`config.mk`:
```
export PLATFORM = sky130hd
export DESIGN_NAME = gas_sensor_frame_averager
export DESIGN_NICKNAME = d
export VERILOG_FILES = /design/src/design/gsfa_pkg.sv /design/src/design/gas_sensor_frame_averager.sv /design/src/design/gsfa_datapath.sv /design/src/design/gsfa_ctrl.sv
export SDC_FILE = /design/constraint.sdc
export NUM_CORES = 1
export LEC_CHECK = 0
export CORE_MARGIN = 2
export CORE_UTILIZATION = 44
export DETAILED_ROUTE_END_ITERATION = 10
export DONT_BUFFER_PORTS = 1
export GPL_TIMING_DRIVEN = 1
export PLACE_DENSITY = 0.64
export SLEW_MARGIN = 20
export SYNTH_ARGS = -nofsm -noshare
export SYNTH_HDL_FRONTEND = slang
export SYNTH_SLANG_ARGS = --single-unit
export TNS_END_PERCENT = 10
```
`constraint.sdc`:
```
create_clock -name i_clk -period 4.3 [get_ports i_clk]
set_input_delay 0.43 -clock i_clk [delete_from_list [all_inputs] [get_ports i_clk]]
set_output_delay 0.43 -clock i_clk [all_outputs]
set_load 0.02 [all_outputs]
```
`src/design/gsfa_pkg.sv`:
```
// ============================================================================
// gsfa_pkg: shared types and constants of the gas sensor frame averager
// Frame layout positions, register indexes, reset values and the
// command/status bundles between the controller and the datapath.
// ============================================================================
package gsfa_pkg;

    // Widths fixed by the field list
    localparam int BYTE_W  = 8;
    localparam int PPM_W   = 16;
    localparam int CFG_W   = 4;
    localparam int POS_W   = 4;
    localparam int INDEX_W = 5;

    // Default for the largest averaging window
    localparam int DEF_MAX_AVERAGE = 8;

    // Byte positions inside a response frame (position 1 follows the start byte)
    localparam logic [POS_W-1:0] POS_IDLE  = 4'd0;
    localparam logic [POS_W-1:0] POS_FIRST = 4'd1;
    localparam logic [POS_W-1:0] POS_HIGH  = 4'd2;
    localparam logic [POS_W-1:0] POS_LOW   = 4'd3;
    localparam logic [POS_W-1:0] POS_SUM_LAST = 4'd7;
    localparam logic [POS_W-1:0] POS_CHECK = 4'd8;

    // Configuration register indexes
    localparam logic CFG_WARMUP  = 1'b0;
    localparam logic CFG_AVERAGE = 1'b1;

    // Register reset values
    localparam logic [CFG_W-1:0] WARMUP_RESET  = 4'd7;
    localparam logic [CFG_W-1:0] AVERAGE_RESET = 4'd4;

    // Controller to datapath
    typedef struct packed {
        logic accept;    // input request taken this cycle
        logic div_run;   // advance the divider one bit
    } t_dp_cmd;

    // Datapath to controller
    typedef struct packed {
        logic has_result; // the offered byte finishes or cuts a frame
        logic need_div;   // that result closes a window with nonzero readings
        logic div_last;   // divider is on its final bit
    } t_dp_status;

endpackage

```
`src/design/gas_sensor_frame_averager.sv`:
```
// ============================================================================
// gas_sensor_frame_averager: NDIR CO2 sensor response checker and averager
// Frames received UART bytes, verifies each frame checksum and averages
// the readings of each run after a warmup period.
// ============================================================================
// Each input request carries one received byte and a frame start flag. A
// result comes out for every frame that completes (ninth byte) or is cut
// off by a new frame start; bytes outside a frame give nothing. The
// reading that closes an averaging window with at least one nonzero
// reading runs a bit-serial divider over the window sum (21 bits wide for
// MAX_AVERAGE of 8), and no input is taken while it runs; every other byte
// leaves the input free. A result waiting on the output holds all input
// until it is taken.
// The divider is the only iterative unit. Registers: index 0 warmup
// readings (reset 7), index 1 window size (reset 4, 0 acts as 1, larger
// than MAX_AVERAGE clamps to MAX_AVERAGE).
module gas_sensor_frame_averager #(
    parameter int MAX_AVERAGE = gsfa_pkg::DEF_MAX_AVERAGE
) (
    input  logic                        i_clk,
    input  logic                        i_rst_n,
    // Configuration write port
    input  logic                        i_cfg_wr_en,
    input  logic                        i_cfg_index,
    input  logic [gsfa_pkg::CFG_W-1:0]  i_cfg_data,
    // Byte stream in
    input  logic                        s_axis_tvalid,
    output logic                        s_axis_tready,
    input  logic [7:0]                  s_axis_tdata,  // [7:0] rx_byte
    input  logic                        s_axis_tuser,  // [0] frame_start
    // Result stream out
    output logic                        m_axis_tvalid,
    input  logic                        m_axis_tready,
    output logic [31:0]                 m_axis_tdata,  // [15:0] reading_ppm,
                                                       // [31:16] average_ppm
    output logic [3:0]                  m_axis_tuser   // [0] reading_ok,
                                                       // [1] in_warmup,
                                                       // [2] average_ready,
                                                       // [3] no_valid_reading
);
    import gsfa_pkg::*;

    t_dp_cmd            cmd;
    t_dp_status         status;
    logic [PPM_W-1:0]   reading_ppm;
    logic [PPM_W-1:0]   average_ppm;
    logic               reading_ok;
    logic               in_warmup;
    logic               average_ready;
    logic               no_valid_reading;

    // Sequence requests and the divider
    gsfa_ctrl u_ctrl (
        .i_clk         (i_clk),
        .i_rst_n       (i_rst_n),
        .s_axis_tvalid (s_axis_tvalid),
        .s_axis_tready (s_axis_tready),
        .m_axis_tvalid (m_axis_tvalid),
        .m_axis_tready (m_axis_tready),
        .i_status      (status),
        .o_cmd         (cmd)
    );

    // Frame, run and average arithmetic
    gsfa_datapath #(
        .MAX_AVERAGE (MAX_AVERAGE)
    ) u_datapath (
        .i_clk              (i_clk),
        .i_rst_n            (i_rst_n),
        .i_cfg_wr_en        (i_cfg_wr_en),
        .i_cfg_index        (i_cfg_index),
        .i_cfg_data         (i_cfg_data),
        .i_rx_byte          (s_axis_tdata),
        .i_frame_start      (s_axis_tuser),
        .i_cmd              (cmd),
        .o_status           (status),
        .o_reading_ppm      (reading_ppm),
        .o_reading_ok       (reading_ok),
        .o_in_warmup        (in_warmup),
        .o_average_ready    (average_ready),
        .o_average_ppm      (average_ppm),
        .o_no_valid_reading (no_valid_reading)
    );

    // Pack the result fields, lowest field first
    assign m_axis_tdata = {average_ppm, reading_ppm};
    assign m_axis_tuser = {no_valid_reading, average_ready, in_warmup, reading_ok};

endmodule

```
`src/design/gsfa_datapath.sv`:
```
// ============================================================================
// gsfa_datapath: frame assembly, run bookkeeping and average divider
// Tracks the byte position and checksum of the open frame, the warmup and
// window counters, and holds the result payload. A restoring divider forms
// the window mean one quotient bit per cycle.
// ============================================================================
module gsfa_datapath #(
    parameter int MAX_AVERAGE = gsfa_pkg::DEF_MAX_AVERAGE
) (
    input  logic                          i_clk,
    input  logic                          i_rst_n,
    input  logic                          i_cfg_wr_en,
    input  logic                          i_cfg_index,
    input  logic [gsfa_pkg::CFG_W-1:0]    i_cfg_data,
    input  logic [gsfa_pkg::BYTE_W-1:0]   i_rx_byte,
    input  logic                          i_frame_start,
    input  gsfa_pkg::t_dp_cmd             i_cmd,
    output gsfa_pkg::t_dp_status          o_status,
    output logic [gsfa_pkg::PPM_W-1:0]    o_reading_ppm,
    output logic                          o_reading_ok,
    output logic                          o_in_warmup,
    output logic                          o_average_ready,
    output logic [gsfa_pkg::PPM_W-1:0]    o_average_ppm,
    output logic                          o_no_valid_reading
);
    import gsfa_pkg::*;

    // A warmup count raised mid-run can stretch a run to this many kept readings
    localparam int KEEP_MAX = (1 << CFG_W) - 1 + MAX_AVERAGE;
    localparam int SUM_W  = $clog2(KEEP_MAX * ((1 << PPM_W) - 1) + 1);
    localparam int CNT_W  = $clog2(KEEP_MAX + 1);
    localparam int DCNT_W = $clog2(SUM_W);
    localparam int CMP_W  = INDEX_W + 1;

    // Configuration
    logic [CFG_W-1:0]   r_warmup;
    logic [CFG_W-1:0]   r_average;

    // Frame state
    logic [POS_W-1:0]   r_pos,  n_pos;
    logic [BYTE_W-1:0]  r_acc,  n_acc;
    logic [BYTE_W-1:0]  r_hi,   n_hi;
    logic [BYTE_W-1:0]  r_lo,   n_lo;

    // Run state
    logic [INDEX_W-1:0] r_idx;
    logic [SUM_W-1:0]   r_sum;
    logic [CNT_W-1:0]   r_cnt;

    // Divider
    logic [SUM_W-1:0]   r_div_q,   n_div_q;
    logic [CNT_W-1:0]   r_div_rem, n_div_rem;
    logic [CNT_W-1:0]   r_div_den;
    logic [DCNT_W-1:0]  r_dcnt;
    logic [CNT_W:0]     rem_shift;
    logic               rem_ge;

    // Frame decode
    logic               has_result;
    logic [PPM_W-1:0]   rd_ppm;
    logic               rd_ok;

    // Run decode
    logic               warm;
    logic               nonzero;
    logic [SUM_W-1:0]   sum_add;
    logic [CNT_W-1:0]   cnt_add;
    logic [CMP_W-1:0]   win_size;
    logic               win_end;
    logic               none;
    logic               take;

    always_comb begin
        n_pos      = r_pos;
        n_acc      = r_acc;
        n_hi       = r_hi;
        n_lo       = r_lo;
        has_result = 1'b0;
        rd_ppm     = '0;
        rd_ok      = 1'b0;
        if (i_frame_start) begin
            // Open a new frame; an open one is cut off with a zero reading
            has_result = (r_pos != POS_IDLE);
            n_pos      = POS_FIRST;
            n_acc      = '0;
            n_hi       = '0;
            n_lo       = '0;
        end else if (r_pos != POS_IDLE) begin
            if (r_pos <= POS_SUM_LAST) begin
                n_acc = r_acc + i_rx_byte;
            end
            if (r_pos == POS_HIGH) begin
                n_hi = i_rx_byte;
            end
            if (r_pos == POS_LOW) begin
                n_lo = i_rx_byte;
            end
            if (r_pos == POS_CHECK) begin
                rd_ok      = (BYTE_W'(8'd0 - r_acc) == i_rx_byte);
                rd_ppm     = rd_ok ? {r_hi, r_lo} : '0;
                has_result = 1'b1;
                n_pos      = POS_IDLE;
                n_acc      = '0;
                n_hi       = '0;
                n_lo       = '0;
            end else begin
                n_pos = r_pos + POS_FIRST;
            end
        end
    end

    always_comb begin
        win_size = CMP_W'(r_average);
        if (win_size == '0) begin
            win_size = CMP_W'(1);
        end
        if (win_size > CMP_W'(MAX_AVERAGE)) begin
            win_size = CMP_W'(MAX_AVERAGE);
        end
        warm    = ({1'b0, r_idx} < CMP_W'(r_warmup));
        nonzero = (rd_ppm != '0);
        sum_add = nonzero ? (r_sum + SUM_W'(rd_ppm)) : r_sum;
        cnt_add = nonzero ? (r_cnt + CNT_W'(1)) : r_cnt;
        win_end = !warm && ((CMP_W'(r_idx) + CMP_W'(1)) >= (CMP_W'(r_warmup) + win_size));
        none    = win_end && (cnt_add == '0);
        take    = i_cmd.accept && has_result;
    end

    // Divider step: shift in the next dividend bit, subtract where it fits
    always_comb begin
        rem_shift = {r_div_rem, r_div_q[SUM_W-1]};
        rem_ge    = (rem_shift >= {1'b0, r_div_den});
        n_div_rem = rem_ge ? CNT_W'(rem_shift - {1'b0, r_div_den}) : CNT_W'(rem_shift);
        n_div_q   = {r_div_q[SUM_W-2:0], rem_ge};
    end

    always_ff @(posedge i_clk) begin
        if (!i_rst_n) begin
            r_warmup  <= WARMUP_RESET;
            r_average <= AVERAGE_RESET;
        end else if (i_cfg_wr_en) begin
            if (i_cfg_index == CFG_WARMUP) begin
                r_warmup <= i_cfg_data;
            end
            if (i_cfg_index == CFG_AVERAGE) begin
                r_average <= i_cfg_data;
            end
        end
    end

    always_ff @(posedge i_clk) begin
        if (!i_rst_n) begin
            r_pos <= POS_IDLE;
            r_idx <= '0;
            r_sum <= '0;
            r_cnt <= '0;
        end else if (i_cmd.accept) begin
            r_pos <= n_pos;
            if (has_result) begin
                if (warm) begin
                    r_idx <= r_idx + INDEX_W'(1);
                end else if (win_end) begin
                    r_idx <= '0;
                    r_sum <= '0;
                    r_cnt <= '0;
                end else begin
                    r_idx <= r_idx + INDEX_W'(1);
                    r_sum <= sum_add;
                    r_cnt <= cnt_add;
                end
            end
        end
    end

    always_ff @(posedge i_clk) begin
        if (i_cmd.accept) begin
            r_acc <= n_acc;
            r_hi  <= n_hi;
            r_lo  <= n_lo;
        end
    end

    // Result payload and divider operands
    always_ff @(posedge i_clk) begin
        if (take) begin
            o_reading_ppm      <= rd_ppm;
            o_reading_ok       <= rd_ok;
            o_in_warmup        <= warm;
            o_average_ready    <= win_end;
            o_no_valid_reading <= none;
            o_average_ppm      <= '0;
            r_div_q            <= sum_add;
            r_div_den          <= cnt_add;
            r_div_rem          <= '0;
            r_dcnt             <= DCNT_W'(SUM_W - 1);
        end else if (i_cmd.div_run) begin
            r_div_q   <= n_div_q;
            r_div_rem <= n_div_rem;
            r_dcnt    <= r_dcnt - DCNT_W'(1);
            if (r_dcnt == '0) begin
                o_average_ppm <= n_div_q[PPM_W-1:0];
            end
        end
    end

    assign o_status.has_result = has_result;
    assign o_status.need_div   = has_result && win_end && !none;
    assign o_status.div_last   = (r_dcnt == '0);

endmodule

```
`src/design/gsfa_ctrl.sv`:
```
// ============================================================================
// gsfa_ctrl: handshake and sequencing controller
// Accepts input requests, starts the divider when a window closes with
// nonzero readings, and owns the result valid flag.
// ============================================================================
module gsfa_ctrl (
    input  logic                  i_clk,
    input  logic                  i_rst_n,
    input  logic                  s_axis_tvalid,
    output logic                  s_axis_tready,
    output logic                  m_axis_tvalid,
    input  logic                  m_axis_tready,
    input  gsfa_pkg::t_dp_status  i_status,
    output gsfa_pkg::t_dp_cmd     o_cmd
);
    import gsfa_pkg::*;

    localparam logic S_IDLE = 1'b0;
    localparam logic S_DIV  = 1'b1;

    logic r_state,     n_state;
    logic r_out_valid, n_out_valid;
    logic accept;

    assign s_axis_tready = (r_state == S_IDLE) && (!r_out_valid || m_axis_tready);
    assign accept        = s_axis_tvalid && s_axis_tready;
    assign m_axis_tvalid = r_out_valid;

    assign o_cmd.accept  = accept;
    assign o_cmd.div_run = (r_state == S_DIV);

    always_comb begin
        n_state     = r_state;
        n_out_valid = r_out_valid && !m_axis_tready;
        unique case (r_state)
            S_IDLE: begin
                if (accept && i_status.has_result) begin
                    if (i_status.need_div) begin
                        n_state = S_DIV;
                    end else begin
                        n_out_valid = 1'b1;
                    end
                end
            end
            S_DIV: begin
                if (i_status.div_last) begin
                    n_out_valid = 1'b1;
                    n_state     = S_IDLE;
                end
            end
            default: begin
                n_state = S_IDLE;
            end
        endcase
    end

    always_ff @(posedge i_clk) begin
        if (!i_rst_n) begin
            r_state     <= S_IDLE;
            r_out_valid <= 1'b0;
        end else begin
            r_state     <= n_state;
            r_out_valid <= n_out_valid;
        end
    end

`ifndef ASSERT_OFF
    a_no_accept_in_div: assert property (@(posedge i_clk) disable iff (!i_rst_n)
        (r_state == S_DIV) |-> !s_axis_tready)
        else $error("input request taken while dividing");

    a_div_start: assert property (@(posedge i_clk) disable iff (!i_rst_n)
        (accept && i_status.has_result && i_status.need_div)
        |=> (r_state == S_DIV) && !r_out_valid)
        else $error("window close did not start the divider");

    a_div_finish: assert property (@(posedge i_clk) disable iff (!i_rst_n)
        (r_state == S_DIV && i_status.div_last) |=> (r_state == S_IDLE) && r_out_valid)
        else $error("divider end did not post the result");

    a_no_div_while_valid: assert property (@(posedge i_clk) disable iff (!i_rst_n)
        (r_state == S_DIV) |-> !r_out_valid)
        else $error("result pending during division");
`endif

endmodule

```
# --- After elaboration in Yosys (flattened, before gate mapping) ---
# Cells that the tools add are included.
totals:
  regBits: 141
  inputBits: 19
  output_inout_bits: 38
  word_cells: 116
op_classes:
  n_addsub: 10
  magnitude_cmp: 5
  n_eq_ne: 4
  n_mux: 38
  bitwise_logic: 5
  n_reduce_logical: 33
op_table:
  columns: ["op", "n"]
  rows:
  - ["21-bit two-way mux", 4]
  - ["8-bit two-way mux", 9]
  - ["16-bit two-way mux", 4]
  - ["5-bit two-way mux", 5]
  - ["21-bit by 16-bit adder with 21-bit output", 1]
  - ["4-bit two-way mux", 5]
  - ["16-bit nonzero test", 1]
  - ["3-bit AND reduction", 4]
  - ["5-bit by 1-bit adder with 5-bit output, second input constant", 2]
  - ["5-bit zero test", 2]
  - ["2-bit AND reduction", 5]
  - ["1-bit two-way mux", 9]
  - ["3-bit nonzero test", 3]
  - ["8-bit adder", 1]
  - ["4-bit by 2-bit == test with 1-bit output, second input constant", 2]
  - ["8-bit == test", 1]
  - ["1-bit logical AND", 8]
  - ["1-bit by 8-bit subtractor with 8-bit output, first input constant", 1]
  - ["5-bit by 1-bit adder with 6-bit output, second input constant", 1]
  - ["6-bit by 5-bit greater-or-equal comparator with 1-bit output", 1]
  - ["6-bit greater-or-equal comparator", 1]
  - ["4-bit by 4-bit adder with 5-bit output", 1]
  - ["5-bit by 4-bit less-than comparator with 1-bit output", 1]
  - ["1-bit inverter", 5]
  - ["13 further kinds", 18]

# --- Logic depth before layout (Yosys ltp) ---
# Gate-level depths: netlist of run 1.
depth:
  ltp_word: 15
  ltp_mapped: 17
  depth_no_buf: 16

# --- Hierarchy ---
# From an unflattened synthesis of run 1, not the netlist that was laid out.
hier_totals:
  cells_unflattened: 795
  hier_area_um2: 7798.7
modules_own_cells:
  columns: ["module", "n_inst", "cells_each", "area_each_um2", "seq_area_each_um2"]
  rows:
  - ["gsfa_datapath", 1, 778, 7646.1, 3483.3]
  - ["gsfa_ctrl", 1, 13, 122.6, 40.0]
  - ["gas_sensor_frame_averager", 1, 4, 30.0, 0.0]

# --- Worst setup path after synthesis of run 1 ---
# Ideal clock, no wire load.
synth_timing:
  path_type: "reg2reg"
  from: "register u_datapath.r_acc[1]"
  to: "register u_datapath.r_div_q[17] (data pin)"
  setup_ps: 207
  t_arrival_ps: 3799
  required_time_ps: 4093
  path_slack_ps: 294
  stages_incl_launch_ff: 17
  path_buffers: 2
  period_less_slack_ps: 4006
  path_cell_list: "edfxtp_1 > inv_1 > ha_1 > xor2_1 > nor4_1 > nand4_1 > nor3b_1 > clkbuf_1 > and2_1 > ha_1 > clkbuf_1 > o211a_1 > o211ai_1 > a2111oi_0 > o21a_1 > o21ai_0 > a2111oi_0"
synth_via:
  elab_chain_len: 9
  elab_cells_between_ends: 10
  classes_between: "add/sub (2); eq/ne (1); mux (6); reduce/logical (1)"
synth_rtl:
  columns: ["element", "line_no", "rtl"]
  rows:
  - ["start: declaration", "gsfa_datapath.sv:41", "logic [BYTE_W-1:0] r_acc, n_acc;"]
  - ["start signal: assignment", "gsfa_datapath.sv:177", "r_acc <= n_acc;"]
  - ["1-bit by 8-bit subtractor with 8-bit output (*)", "gsfa_datapath.sv:99", "rd_ok = (BYTE_W'(8'd0 - r_acc) == i_rx_byte);"]
  - ["8-bit == test (*)", "gsfa_datapath.sv:99", null]
  - ["16-bit two-way mux (*)", "gsfa_datapath.sv:100", "rd_ppm = rd_ok ? {r_hi, r_lo} : '0;"]
  - ["16-bit two-way mux (*)", "gsfa_datapath.sv:98", "if (r_pos == POS_CHECK) begin"]
  - ["16-bit two-way mux (*)", "gsfa_datapath.sv:88", "end else if (r_pos != POS_IDLE) begin"]
  - ["16-bit two-way mux (*)", "gsfa_datapath.sv:81", "if (i_frame_start) begin"]
  - ["via u_datapath.rd_ppm[8]", "gsfa_datapath.sv:60", "logic [PPM_W-1:0] rd_ppm;"]
  - ["21-bit by 16-bit adder with 21-bit output or 16-bit nonzero test (tied branches)", "gsfa_datapath.sv:122, gsfa_datapath.sv:121", null]
  - ["21-bit two-way mux (*)", "gsfa_datapath.sv:122", "sum_add = nonzero ? (r_sum + SUM_W'(rd_ppm)) : r_sum;"]
  - ["21-bit two-way mux (*)", "gsfa_datapath.sv:185", "if (take) begin"]
  - ["end signal: assignment", "gsfa_datapath.sv:192", "r_div_q <= sum_add;"]
  - ["end signal: assignment", "gsfa_datapath.sv:197", "r_div_q <= n_div_q;"]
  - ["end: declaration", "gsfa_datapath.sv:51", "logic [SUM_W-1:0] r_div_q, n_div_q;"]
# Mark *: on every way through the listed nets, which the timed path passes. The rest lies on a longest branch.
# A chain may end at the register's enable or synchronous reset.

# --- Worst setup path after layout of run 1 ---
# Same ends and word-level chain as after synthesis.

==> results of run 1 <==
[flip-flops by register name (all words and copies together), names as in the netlist]
name	count
u_datapath.o_no_valid_reading	1
u_datapath.r_dcnt	5
u_datapath.r_cnt	5
u_datapath.r_lo	8
u_datapath.r_pos	4
u_datapath.o_average_ready	1
u_datapath.r_hi	8
u_ctrl.r_state	1
u_datapath.r_sum	21
u_datapath.r_div_q	21
u_datapath.o_reading_ok	1
u_datapath.r_average	4
u_datapath.o_in_warmup	1
u_datapath.r_div_den	5
u_ctrl.m_axis_tvalid	1
u_datapath.o_average_ppm	16
u_datapath.r_div_rem	5
u_datapath.r_idx	5
u_datapath.r_acc	8
u_datapath.o_reading_ppm	16
u_datapath.r_warmup	4
[synthesized netlist by cell type (all sizes together), types with 3 or more instances]
master / count / share of area, %
a211o: 4 / 0.45
nand3b: 4 / 0.55
mux2i: 21 / 2.7
nand4: 3 / 0.24
a21o: 14 / 1.4
buf: 12 / 0.88
or3: 7 / 0.57
edfxtp: 70 / 27
o21a: 5 / 0.49
nand2b: 6 / 0.49
nor3: 15 / 0.97
o31ai: 3 / 0.29
and3: 15 / 1.2
nor2b: 12 / 0.97
nor4: 10 / 0.81
nor2: 54 / 2.6
or4b: 3 / 0.39
a21oi: 60 / 3.9
o211ai: 10 / 0.97
a31oi: 4 / 0.32
a211oi: 12 / 1.2
nand2: 87 / 4.2
or2: 3 / 0.24
clkbuf: 25 / 1.2
a22o: 17 / 1.9
o21ai: 38 / 2.5
nor3b: 5 / 0.49
o221ai: 3 / 0.34
fa: 4 / 1.0
and2: 19 / 1.5
xnor2: 25 / 2.8
nand3: 21 / 1.4
inv: 38 / 1.8
xor2: 16 / 1.8
dfxtp: 71 / 18
ha: 47 / 7.6
o41ai: 3 / 0.34
[timing repair]
action                     CTS  global route
resized for setup            0            33
hold endpoints to repair     0             0
setup endpoints to repair    0            12
buffers inserted             0             7
[worst max-delay path, cell delays in order (launching register included)]
cell	delay, ns
edfxtp_1	0.40
inv_2	0.08
ha_1	0.23
xor2_1	0.16
nor4_2	0.31
nand4_1	0.21
nor3b_4	0.31
buf_6	0.16
and2_1	0.17
ha_1	0.30
o211a_1	0.27
o211ai_1	0.31
o221ai_1	0.22
o21a_1	0.25
o21ai_1	0.21
nor3_1	0.08
a2111oi_2	0.35
[per-layer routing]
layer	part of all wire, %	up-vias
li1	-	2904
met1	45	2854
met2	49	122
met3	4.2	30
met4	2.1	0
met5	0	-
[worst max path at each step]
stage / start / endpoint / slack, ns / cells after the start
2_1_floorplan: u_datapath.r_acc[1]$_SDFFCE_PN0P_ / u_datapath.r_div_q[17]$_DFFE_PP_ / 0.29 / 16
3_3_place_gp: u_datapath.r_acc[1]$_SDFFCE_PN0P_ / u_datapath.r_div_q[20]$_DFFE_PP_ / 0.20 / 17
3_5_place_dp: u_datapath.r_acc[1]$_SDFFCE_PN0P_ / u_datapath.r_div_q[20]$_DFFE_PP_ / 0.12 / 17
4_1_cts: u_datapath.r_acc[1]$_SDFFCE_PN0P_ / u_datapath.r_div_q[20]$_DFFE_PP_ / 0.06 / 17
5_1_grt: u_datapath.r_acc[1]$_SDFFCE_PN0P_ / u_datapath.r_div_q[20]$_DFFE_PP_ / -0.08 / 17
6_report: u_datapath.r_acc[1]$_SDFFCE_PN0P_ / u_datapath.r_div_q[17]$_DFFE_PP_ / 0.09 / 16
[metrics by stage]
stage / utilization [%] / setup slack, ns / total power [mW]
2_1_floorplan: - / 0.294 / 1.73
3_5_place_dp: 46.1 / 0.121 / 1.79
6_report: 50.9 / 0.0900 / 3.33
3_3_place_gp: 46.1 / 0.199 / 1.78
4_1_cts: 49.7 / 0.0612 / 3.35
5_1_grt: 50.9 / -0.0843 / 3.45
[power breakdown]
| part | switching (mW) | internal [mW] | leakage [nW] | total (mW) |
|---|---|---|---|---|
| clock network | 0.590 | 0.972 | 0.295 | 1.56 |
| logic | 0.151 | 0.113 | 1.89 | 0.264 |
| registers | 0.0467 | 1.46 | 1.23 | 1.51 |
[kinds of logic after synthesis]
logic type	after synthesis
AND/OR/NAND/NOR	272
AO/OA/AOI/OAI	194
adder cells (fa/ha/maj)	51
multiplexers	22
flip-flops	141
XOR/XNOR	41
buffers and inverters	75
[final cells by class]
cell class,count,share of cell area (%)
antenna,1,0.0285
clock buffer,18,4.89
clock inverter,14,2.18
inverter,38,1.63
multi-input combinational,580,46.0
sequential,141,40.2
tap,225,3.21
timing repair buffer,22,1.90
==> results.py, run 1 <==
metrics = {
    "global_route": {
        "grt_pass1_wl_um": 28300,
        "busiest_layer": "met2",
        "antenna_found_initial": 1,
        "use_met1_pct": 23.3,
        "grt_max_degree": 57,
        "use_met2_pct": 33.1,
        "track_usage_pct": 19.4,
        "grt_use_met3_pct": 5.15,
        "overflow": 0,
        "grt_pass1_vias": 5827,
    },
    "worst_hold_path": {
        "hold_depth": 1,
        "hold_class": "primary input to flop",
        "min_from": "i_rst_n",
        "worstHoldEndpoint": "u_datapath.r_warmup[0]$_SDFFE_PN1P_",
    },
    "floorplan": {
        "num_rows": 48,
        "core-area_sq_um": 17200,
        "ioPinCount": 57,
        "die_x_um": 136,
        "fp.dieArea_sq_um": 18600,
        "initial_core_util_pct": 44.8,
        "die_h_um": 136,
    },
    "clock_tree": {
        "cts_buffers": 17,
        "clock-sinks": 141,
        "cts_tree": "yes",
        "clk_latency_ns": 0.43,
        "htree_levels": 4,
        "clk_path_buf_depth": 2,
        "hold_buffers": 0,
        "root_buffer": "clkbuf_16",
        "cts.clk_slew.worst_paths_ns": 0.06,
    },
    "yosys": {
        "ys_warn_count": 0,
        "yosys.area_share.simple_pct": 17.8,
        "syn-instance-count": 796,
        "synth_xor_area_share_pct": 4.65,
        "synthFlopType": "dfxtp_1",
        "synth_compound_area_share_pct": 16.4,
        "synth_adder_area_share_pct": 8.65,
        "synth_edf_count": 70,
        "yosysSeqAreaShare_pct": 45.6,
        "syn-cell-area_sq_um": 7720,
        "async_flop_share_pct": 0,
        "synthMuxAreaShare_pct": 2.87,
        "synth_top_family_by_area": "simple AND/OR/NAND/NOR gates",
        "synth-seq-cells": 141,
        "synth_area_per_cell_sq_um": 9.70,
        "syn-num-nets": 866,
        "ys_types": 69,
    },
    "final_layout": {
        "mostFrequentLayoutCell": "nand2_1",
        "regArea_sq_um": 3520,
        "fill_cells": 1545,
        "post_route_cells_drive_above_1_share_pct": 10.3,
        "stdcell_count": 1039,
        "nets": 870,
        "multi_input_area_sq_um": 4030,
        "mostFrequentLayoutCells": "nand2_1 (87), dfxtp_1 (71), edfxtp_1 (70)",
        "final_area_sq_um": 8770,
        "areaGrowthSynthToFinish_pct": 13.6,
    },
    "sta": {
        "skew_ns": 0.00820,
        "setup_violations": 0,
        "hold_viol_final": 0,
        "drv_slew": 0,
        "hold_ws_ns": 0.0579,
        "max_slew_margin_pct": 33.8,
        "worstMarginPinSlew_ns": 0.990,
        "max_freq_mhz": 238,
        "finalSetupTns_ns": 0,
        "grt_setup_unrepaired": "true",
        "layout_min_cycle_time_ns": 4.21,
        "post-route-period-util_pct": 97.9,
    },
    "worst_setup_path": {
        "reg2regPathDepth": 16,
        "crit_path_end_kind": "flop",
        "critPathArrivalTime_ns": 4.44,
        "reg2reg_slack_ns": 0.09,
        "worstReg2RegStart": "u_datapath.r_acc[1]$_SDFFCE_PN0P_",
        "path_class": "flop to flop",
        "timing.rr.end": "u_datapath.r_div_q[17]$_DFFE_PP_",
        "cp_max_fo": 5,
        "cp.required_ns": 4.53,
        "critPathLaunchType": "flop",
    },
    "placement": {
        "port_buffers": 0,
        "routabilityCongestion": 0.902,
        "dp_hpwl_um": 12700,
        "postPlaceCellArea_sq_um": 7950,
        "dp_cells": 997,
    },
    "detailed_routing": {
        "wire_per_inst_um": 17.3,
        "ant_nets": 0,
        "vias_per_cell": 5.69,
        "drt-pass1-iter-count": 5,
        "routed_wl_um": 18000,
        "drtIter0Drc": 353,
        "vias": 5910,
        "drc": 0,
    },
    "run": {
        "max_cap_viol_count": 0,
    },
    "power_and_ir_drop": {
        "power_density_nw_per_um2": 380,
        "ir_worst_vdd_mv": 0.278,
        "power.leakage_nw": 3.41,
    },
    "run_status": {
        "outcome": "finished, final reports clean",
    },
}
No activity file was read; power rests on OpenSTA's default activity.
==> run 2: changes to the inputs <==
--- a/config.mk
+++ b/config.mk
@@ -6,11 +6,11 @@
 export NUM_CORES = 1
 export LEC_CHECK = 0
 export CORE_MARGIN = 2
-export CORE_UTILIZATION = 44
+export CORE_UTILIZATION = 45
 export DETAILED_ROUTE_END_ITERATION = 10
 export DONT_BUFFER_PORTS = 1
 export GPL_TIMING_DRIVEN = 1
-export PLACE_DENSITY = 0.64
+export PLACE_DENSITY = 0.65
 export SLEW_MARGIN = 20
 export SYNTH_ARGS = -nofsm -noshare
 export SYNTH_HDL_FRONTEND = slang
==> run 2 against run 1 <==
Against the previous run:
- clock-buffer cell count grew 3
- utilization increased by 1.3 points
- critical endpoint is now u_datapath.r_div_q[20]$_DFFE_PP_
- global-route usage rose by 0.42 points
- critical path type unchanged
==> results.py, run 2 (same netlist as run 1, synthesis figures left out) <==
metrics = {
    "detailed_routing": {
        "vias_per_cell": 5.68,
        "drt-pass1-iter-count": 4,
        "drtIter0Drc": 367,
        "drc": 0,
        "wire_per_inst_um": 17.2,
        "vias": 5863,
        "routed_wl_um": 17800,
        "ant_nets": 0,
    },
    "global_route": {
        "grt_pass1_vias": 5894,
        "overflow": 0,
        "antenna_found_initial": 0,
        "grt_max_degree": 57,
        "track_usage_pct": 19.8,
        "grt_pass1_wl_um": 28700,
    },
    "clock_tree": {
        "hold_buffers": 0,
        "cts_tree": "yes",
        "clk_latency_ns": 0.42,
        "htree_levels": 4,
        "cts_buffers": 17,
        "cts.clk_slew.worst_paths_ns": 0.06,
        "root_buffer": "clkbuf_16",
        "clock-sinks": 141,
        "clk_path_buf_depth": 2,
    },
    "floorplan": {
        "num_rows": 47,
        "ioPinCount": 57,
        "fp.dieArea_sq_um": 18200,
        "initial_core_util_pct": 46.2,
        "die_x_um": 135,
        "core-area_sq_um": 16700,
        "die_h_um": 135,
    },
    "placement": {
        "port_buffers": 0,
        "dp_hpwl_um": 12800,
        "routabilityCongestion": 0.837,
    },
    "final_layout": {
        "fin_util_pct": 52.2,
        "post_route_cells_drive_above_1_share_pct": 10.3,
        "diodes": 0,
        "nets": 870,
        "reg_top3": "u_datapath.r_div_q x21, u_datapath.r_sum x21",
        "areaGrowthSynthToFinish_pct": 12.8,
        "mostFrequentLayoutCell": "nand2_1",
        "mostFrequentLayoutCells": "nand2_1 (87), dfxtp_1 (71), edfxtp_1 (70)",
    },
    "power_and_ir_drop": {
        "ir_worst_vdd_mv": 0.272,
        "power.leakage_nw": 3.38,
        "p_total_mw": 3.19,
        "power_density_nw_per_um2": 366,
    },
    "worst_setup_path": {
        "cp_max_fo": 8,
        "cp.required_ns": 4.46,
        "path_class": "flop to flop",
        "crit_path_end_kind": "flop",
        "cp_slowest_cell": "edfxtp_1",
        "worstPathCellList": "inv_2 > ha_1 > xor2_1 > nor4_2 > nand4_1 > nor3b_2 > buf_4 > and2_4 > ha_2 > fa_2 > a21oi_1 > or2_1 > a211o_1 > a211o_4 > a211oi_4 > xnor2_1 > o21ai_1",
        "critPathLaunchType": "flop",
        "reg2reg_slack_ns": 0.12,
        "slowest_delay_ns": 0.43,
        "critPathArrivalTime_ns": 4.34,
    },
    "run": {
        "max_cap_viol_count": 0,
    },
    "sta": {
        "layout_min_cycle_time_ns": 4.18,
        "worstMarginPinSlew_ns": 0.966,
        "finalSetupTns_ns": 0,
        "drv_slew": 0,
        "post-route-period-util_pct": 97.2,
        "hold_viol_final": 0,
        "max_slew_margin_pct": 35.4,
        "skew_ns": 0.00649,
        "max_freq_mhz": 239,
        "grt_setup_unrepaired": "true",
        "hold_ws_ns": 0.0669,
        "setup_violations": 0,
    },
    "worst_hold_path": {
        "hold_class": "primary input to flop",
    },
    "run_status": {
        "outcome": "finished, final reports clean",
    },
}
==> run 2: cell count changes in the layout (fill, tap and decap cells not counted), moves of 2 or more <==
| cell | before | now |
|---|---|---|
| and2_2 | 3 | 0 |
| ha_2 | 0 | 2 |
| bufinv_16 | 4 | 1 |
| and2_1 | 14 | 17 |
| clkbuf_1 | 1 | 3 |
==> run 2: worst paths after layout <==
check	from	endpoint	depth (start not counted)
setup / recovery	u_datapath.r_acc[1]$_SDFFCE_PN0P_	u_datapath.r_div_q[20]$_DFFE_PP_	17
hold / removal	i_rst_n	u_datapath.r_warmup[0]$_SDFFE_PN1P_	1
setup reg to reg	u_datapath.r_acc[1]$_SDFFCE_PN0P_	u_datapath.r_div_q[20]$_DFFE_PP_	17
hold reg to reg	u_datapath.r_average[1]$_SDFFE_PN0P_	u_datapath.r_average[1]$_SDFFE_PN0P_	2
==> run 2: power breakdown <==
| part | leakage [nW] | total (mW) | internal, mW | switching [mW] |
|---|---|---|---|---|
| combinational | 1.88 | 0.265 | 0.114 | 0.151 |
| clock | 0.270 | 1.42 | 0.836 | 0.584 |
| sequential | 1.23 | 1.51 | 1.46 | 0.0469 |
| total | 3.38 | 3.19 | 2.41 | 0.782 |
==> run 2: area by class of cell <==
cell class / instances / area (sq um)
fillers: 1521 / 7990
multi-input cells: 580 / 4030
flip-flops and latches: 141 / 3520
clock buffers: 21 / 462
well taps: 220 / 275
repair buffers: 22 / 169
inverters: 38 / 143
clock inverters: 11 / 108
==> run 2: metal layers <==
layer	global-route usage (%)	vias up	part of all wire (%)
li1	-	2892	-
met1	24.3	2820	43
met2	34.2	125	50
met3	4.20	26	4.9
met4	7.58	0	1.6
met5	0	-	0
==> run 2: stage by stage <==
step                      cell area (sq um)  setup slack (ns)  cells
after floorplan                        7720             0.294    796
after global placement                 7960             0.190    995
after detailed placement               7960             0.108    995
after CTS                              8530            0.0657   1027
after global routing                   8710            -0.101   1033
final                                  8710             0.119   1033
==> run 2: worst max-delay path: cells and delay by family, from the launching register on <==
kind	cells	cell delay, ns
XOR/XNOR	2	0.31
adder cells (fa/ha/maj)	3	0.64
AO/OA/AOI/OAI	5	1.15
flip-flops	1	0.43
buffers and inverters	2	0.32
AND/OR/NAND/NOR	5	1.05
==> run 2: repair_timing <==
action	in CTS	in global routing
resized for setup	0	26
endpoints found under the setup margin	0	12
setup buffers	0	5
==> run 3: changes to the inputs <==
--- a/config.mk
+++ b/config.mk
@@ -5,6 +5,7 @@
 export SDC_FILE = /design/constraint.sdc
 export NUM_CORES = 1
 export LEC_CHECK = 0
+export ABC_AREA = 1
 export CORE_MARGIN = 2
 export CORE_UTILIZATION = 45
 export DETAILED_ROUTE_END_ITERATION = 10
==> run 3 against run 2 <==
Against the previous run:
- sequential power about the same
- clock skew up 0.0022 ns
- clock power down 3%
- synthesized cell count up 27%
- worst hold slack better by 0.028 ns
- fmax up 6.6%
- flip-flop and latch count unchanged
- total power down 0.97%
- die area up 4.0%
- non-clock buffer count down 6
- critical path depth up 7
- largest power group unchanged
==> results.py, run 3 <==
metrics = {
    "sta": {
        "skew_ns": 0.00870,
        "drv_slew": 0,
        "max_freq_mhz": 255,
        "setup_violations": 0,
        "worstMarginPinSlew_ns": 0.865,
        "finalSetupTns_ns": 0,
        "layout_min_cycle_time_ns": 3.92,
        "hold_viol_final": 0,
        "post-route-period-util_pct": 91.2,
        "max_slew_margin_pct": 42.4,
    },
    "worst_hold_path": {
        "hold_class": "primary input to flop",
        "min_from": "i_rst_n",
        "worstHoldEndpoint": "u_datapath.r_warmup[0]$_SDFFE_PN1P_",
        "hold_depth": 1,
    },
    "yosys": {
        "async_flop_share_pct": 0,
        "yosys.area.top_type_share_pct": 26.2,
        "synthFlopType": "dfxtp_1",
        "ys_types": 46,
        "yosysSeqAreaShare_pct": 43.8,
        "synthTopCellsByCount": "nand2_1 (234), inv_1 (126), nor2_1 (102)",
        "syn-cell-area_sq_um": 8040,
        "syn-instance-count": 1007,
        "synth-seq-cells": 141,
        "synth_edf_count": 70,
        "synth.most_common_cell": "nand2_1",
        "yosysTopAreaCell": "edfxtp_1",
        "syn-num-nets": 1077,
        "yosys-top-cells-area": "edfxtp_1 (26%), dfxtp_1 (18%), nand2_1 (11%)",
        "ys_warn_count": 0,
        "synth_area_per_cell_sq_um": 7.98,
    },
    "worst_setup_path": {
        "worstPathCellList": "inv_1 > ha_1 > nand2_2 > nor2_2 > nand2_1 > nand2_1 > nand3_1 > nor2_4 > nand3_2 > nor2_1 > ha_1 > a21oi_1 > o21ai_0 > nand2_1 > o211ai_1 > a31oi_2 > o21bai_1 > nand3_1 > nand2_1 > xor2_1 > nand2_1 > nand2_1 > nand2_1 > o21ai_0",
        "timing.rr.end": "u_datapath.r_div_q[15]$_DFFE_PP_",
        "path_class": "flop to flop",
        "cp_max_fo": 9,
        "crit_top_cell": "nand2_1",
        "critPathLaunchType": "flop",
        "reg2reg_slack_ns": 0.38,
        "reg2regPathDepth": 24,
        "cp.required_ns": 4.45,
        "slowest_delay_ns": 0.43,
        "worstReg2RegStart": "u_datapath.r_acc[1]$_SDFFCE_PN0P_",
        "cp_slowest_cell": "edfxtp_1",
        "critPathArrivalTime_ns": 4.08,
        "crit_path_end_kind": "flop",
    },
    "detailed_routing": {
        "vias": 6407,
        "ant_nets": 0,
        "wl_met1_um": 8180,
        "top_layer_used": "met4",
        "wl_met3_um": 770,
        "vias_per_cell": 5.13,
        "routed_wl_um": 18200,
        "drtIter0Drc": 403,
        "met2WireLength_um": 8830,
        "drc": 0,
        "drt-pass1-iter-count": 4,
        "wire_per_inst_um": 14.6,
    },
    "floorplan": {
        "ioPinCount": 57,
        "fp.dieArea_sq_um": 18900,
        "initial_core_util_pct": 46.3,
        "num_rows": 48,
        "die_x_um": 138,
        "core-area_sq_um": 17400,
        "die_h_um": 138,
    },
    "final_layout": {
        "mostFrequentLayoutCells": "nand2_1 (234), inv_1 (126), nor2_1 (101)",
        "nets": 1082,
        "diodes": 0,
        "areaGrowthSynthToFinish_pct": 10.1,
        "reg_top3": "u_datapath.r_div_q x21, u_datapath.r_sum x21",
        "mostFrequentLayoutCell": "nand2_1",
        "final_area_sq_um": 8850,
        "fin_util_pct": 51.0,
        "post_route_cells_drive_above_1_share_pct": 8.78,
    },
    "clock_tree": {
        "postCtsSetupRepairBufs": 0,
        "clk_path_buf_depth": 2,
        "htree_levels": 4,
        "cts_tree": "yes",
        "hold_buffers": 0,
        "cts_resized": 0,
        "root_buffer": "clkbuf_16",
        "clk_latency_ns": 0.44,
        "cts.clk_slew.worst_paths_ns": 0.06,
        "cts_buffers": 17,
        "clock-sinks": 141,
    },
    "power_and_ir_drop": {
        "power.leakage_nw": 4.03,
        "ir_worst_vdd_mv": 0.289,
        "p_total_mw": 3.16,
        "power_density_nw_per_um2": 357,
    },
    "placement": {
        "routabilityCongestion": 0.883,
        "postPlaceCellArea_sq_um": 8290,
        "port_buffers": 0,
        "dp_hpwl_um": 13400,
    },
    "global_route": {
        "grt_max_degree": 69,
        "antenna_found_initial": 0,
        "grt_pass1_vias": 6099,
        "overflow": 0,
        "track_usage_pct": 20.3,
        "grt_pass1_wl_um": 29500,
    },
    "run_status": {
        "outcome": "finished, final reports clean",
    },
    "run": {
        "max_cap_viol_count": 0,
    },
}
==> run 3: changes by cell type after synthesis, sizes merged, moves of 16 or more <==
cell and delta:
mux2i -17, o2111ai +16, inv +91, a22o -17
nand3 +20, nor2 +57, and2 -19, nand2 +158
a21oi +21, o21ai +42
==> run 3: how the worst max path moves through the flow <==
stage	start	cells past startpoint	to	slack, ns
2_1_floorplan	u_datapath.r_pos[0]$_SDFFE_PN0P_	23	u_datapath.r_div_q[16]$_DFFE_PP_	0.39
3_3_place_gp	u_datapath.r_acc[1]$_SDFFCE_PN0P_	24	u_datapath.r_div_q[20]$_DFFE_PP_	0.13
3_5_place_dp	u_datapath.r_acc[1]$_SDFFCE_PN0P_	23	u_datapath.r_div_q[20]$_DFFE_PP_	0.02
4_1_cts	u_datapath.r_acc[1]$_SDFFCE_PN0P_	22	u_datapath.r_div_q[16]$_DFFE_PP_	0.01
5_1_grt	u_datapath.r_acc[1]$_SDFFCE_PN0P_	25	u_datapath.r_div_q[15]$_DFFE_PP_	-0.002
6_report	u_datapath.r_acc[1]$_SDFFCE_PN0P_	24	u_datapath.r_div_q[15]$_DFFE_PP_	0.38
==> run 3: layout make-up <==
type,instances,area [sq um]
Sequential cell,141,3520
Multi-Input combinational cell,702,3880
Clock inverter,13,87.6
Clock buffer,19,455
Tap cell,225,282
Inverter,134,504
Fill cell,1654,8500
Timing Repair Buffer,16,120
==> run 3: cells by family (layout without fill, tap and decap cells) <==
group / Yosys count / in the layout / synth area share [%]
adders and majority gates: 51 / 51 / 8.31
and+or+nand+nor: 418 / 418 / 21.9
xor gates and xnor gates: 31 / 31 / 3.38
AOI/OAI and AO/OA: 197 / 197 / 13.7
DFF: 141 / 141 / 43.8
muxes: 5 / 5 / 0.638
buffers and inverters: 164 / 182 / 8.27
==> run 3: routing by layer <==
metal / track usage, % / up-vias
li1: - / 3340
met1: 24.7 / 2906
met2: 34.2 / 129
met3: 5.22 / 32
met4: 8.19 / 0
met5: 0 / -
==> run 3: worst max-delay path: cells and delay by family, from the launching register on <==
family          cells  cell delay (ns)
fa+ha+maj           2             0.57
flops               1             0.43
compound gates      6             0.93
xor+xnor            1             0.14
buf+inv             1             0.13
simple gates       14             1.44
==> run 3: report_power, final <==
| part | internal, mW | switching (mW) |
|---|---|---|
| combinational | 0.0919 | 0.185 |
| clock | 0.773 | 0.604 |
| sequential | 1.46 | 0.0431 |
| total | 2.33 | 0.832 |
==> run 3: stage by stage <==
stage / hold slack, ns / std cells / setup WS, ns
floorplan: 0.441 / 1007 / 0.392
global placement: 0.449 / 1218 / 0.130
detailed placement: 0.462 / 1218 / 0.0197
CTS: 0.0811 / 1250 / 0.0123
global route: 0.0815 / 1250 / -0.00194
finish: 0.0953 / 1250 / 0.377
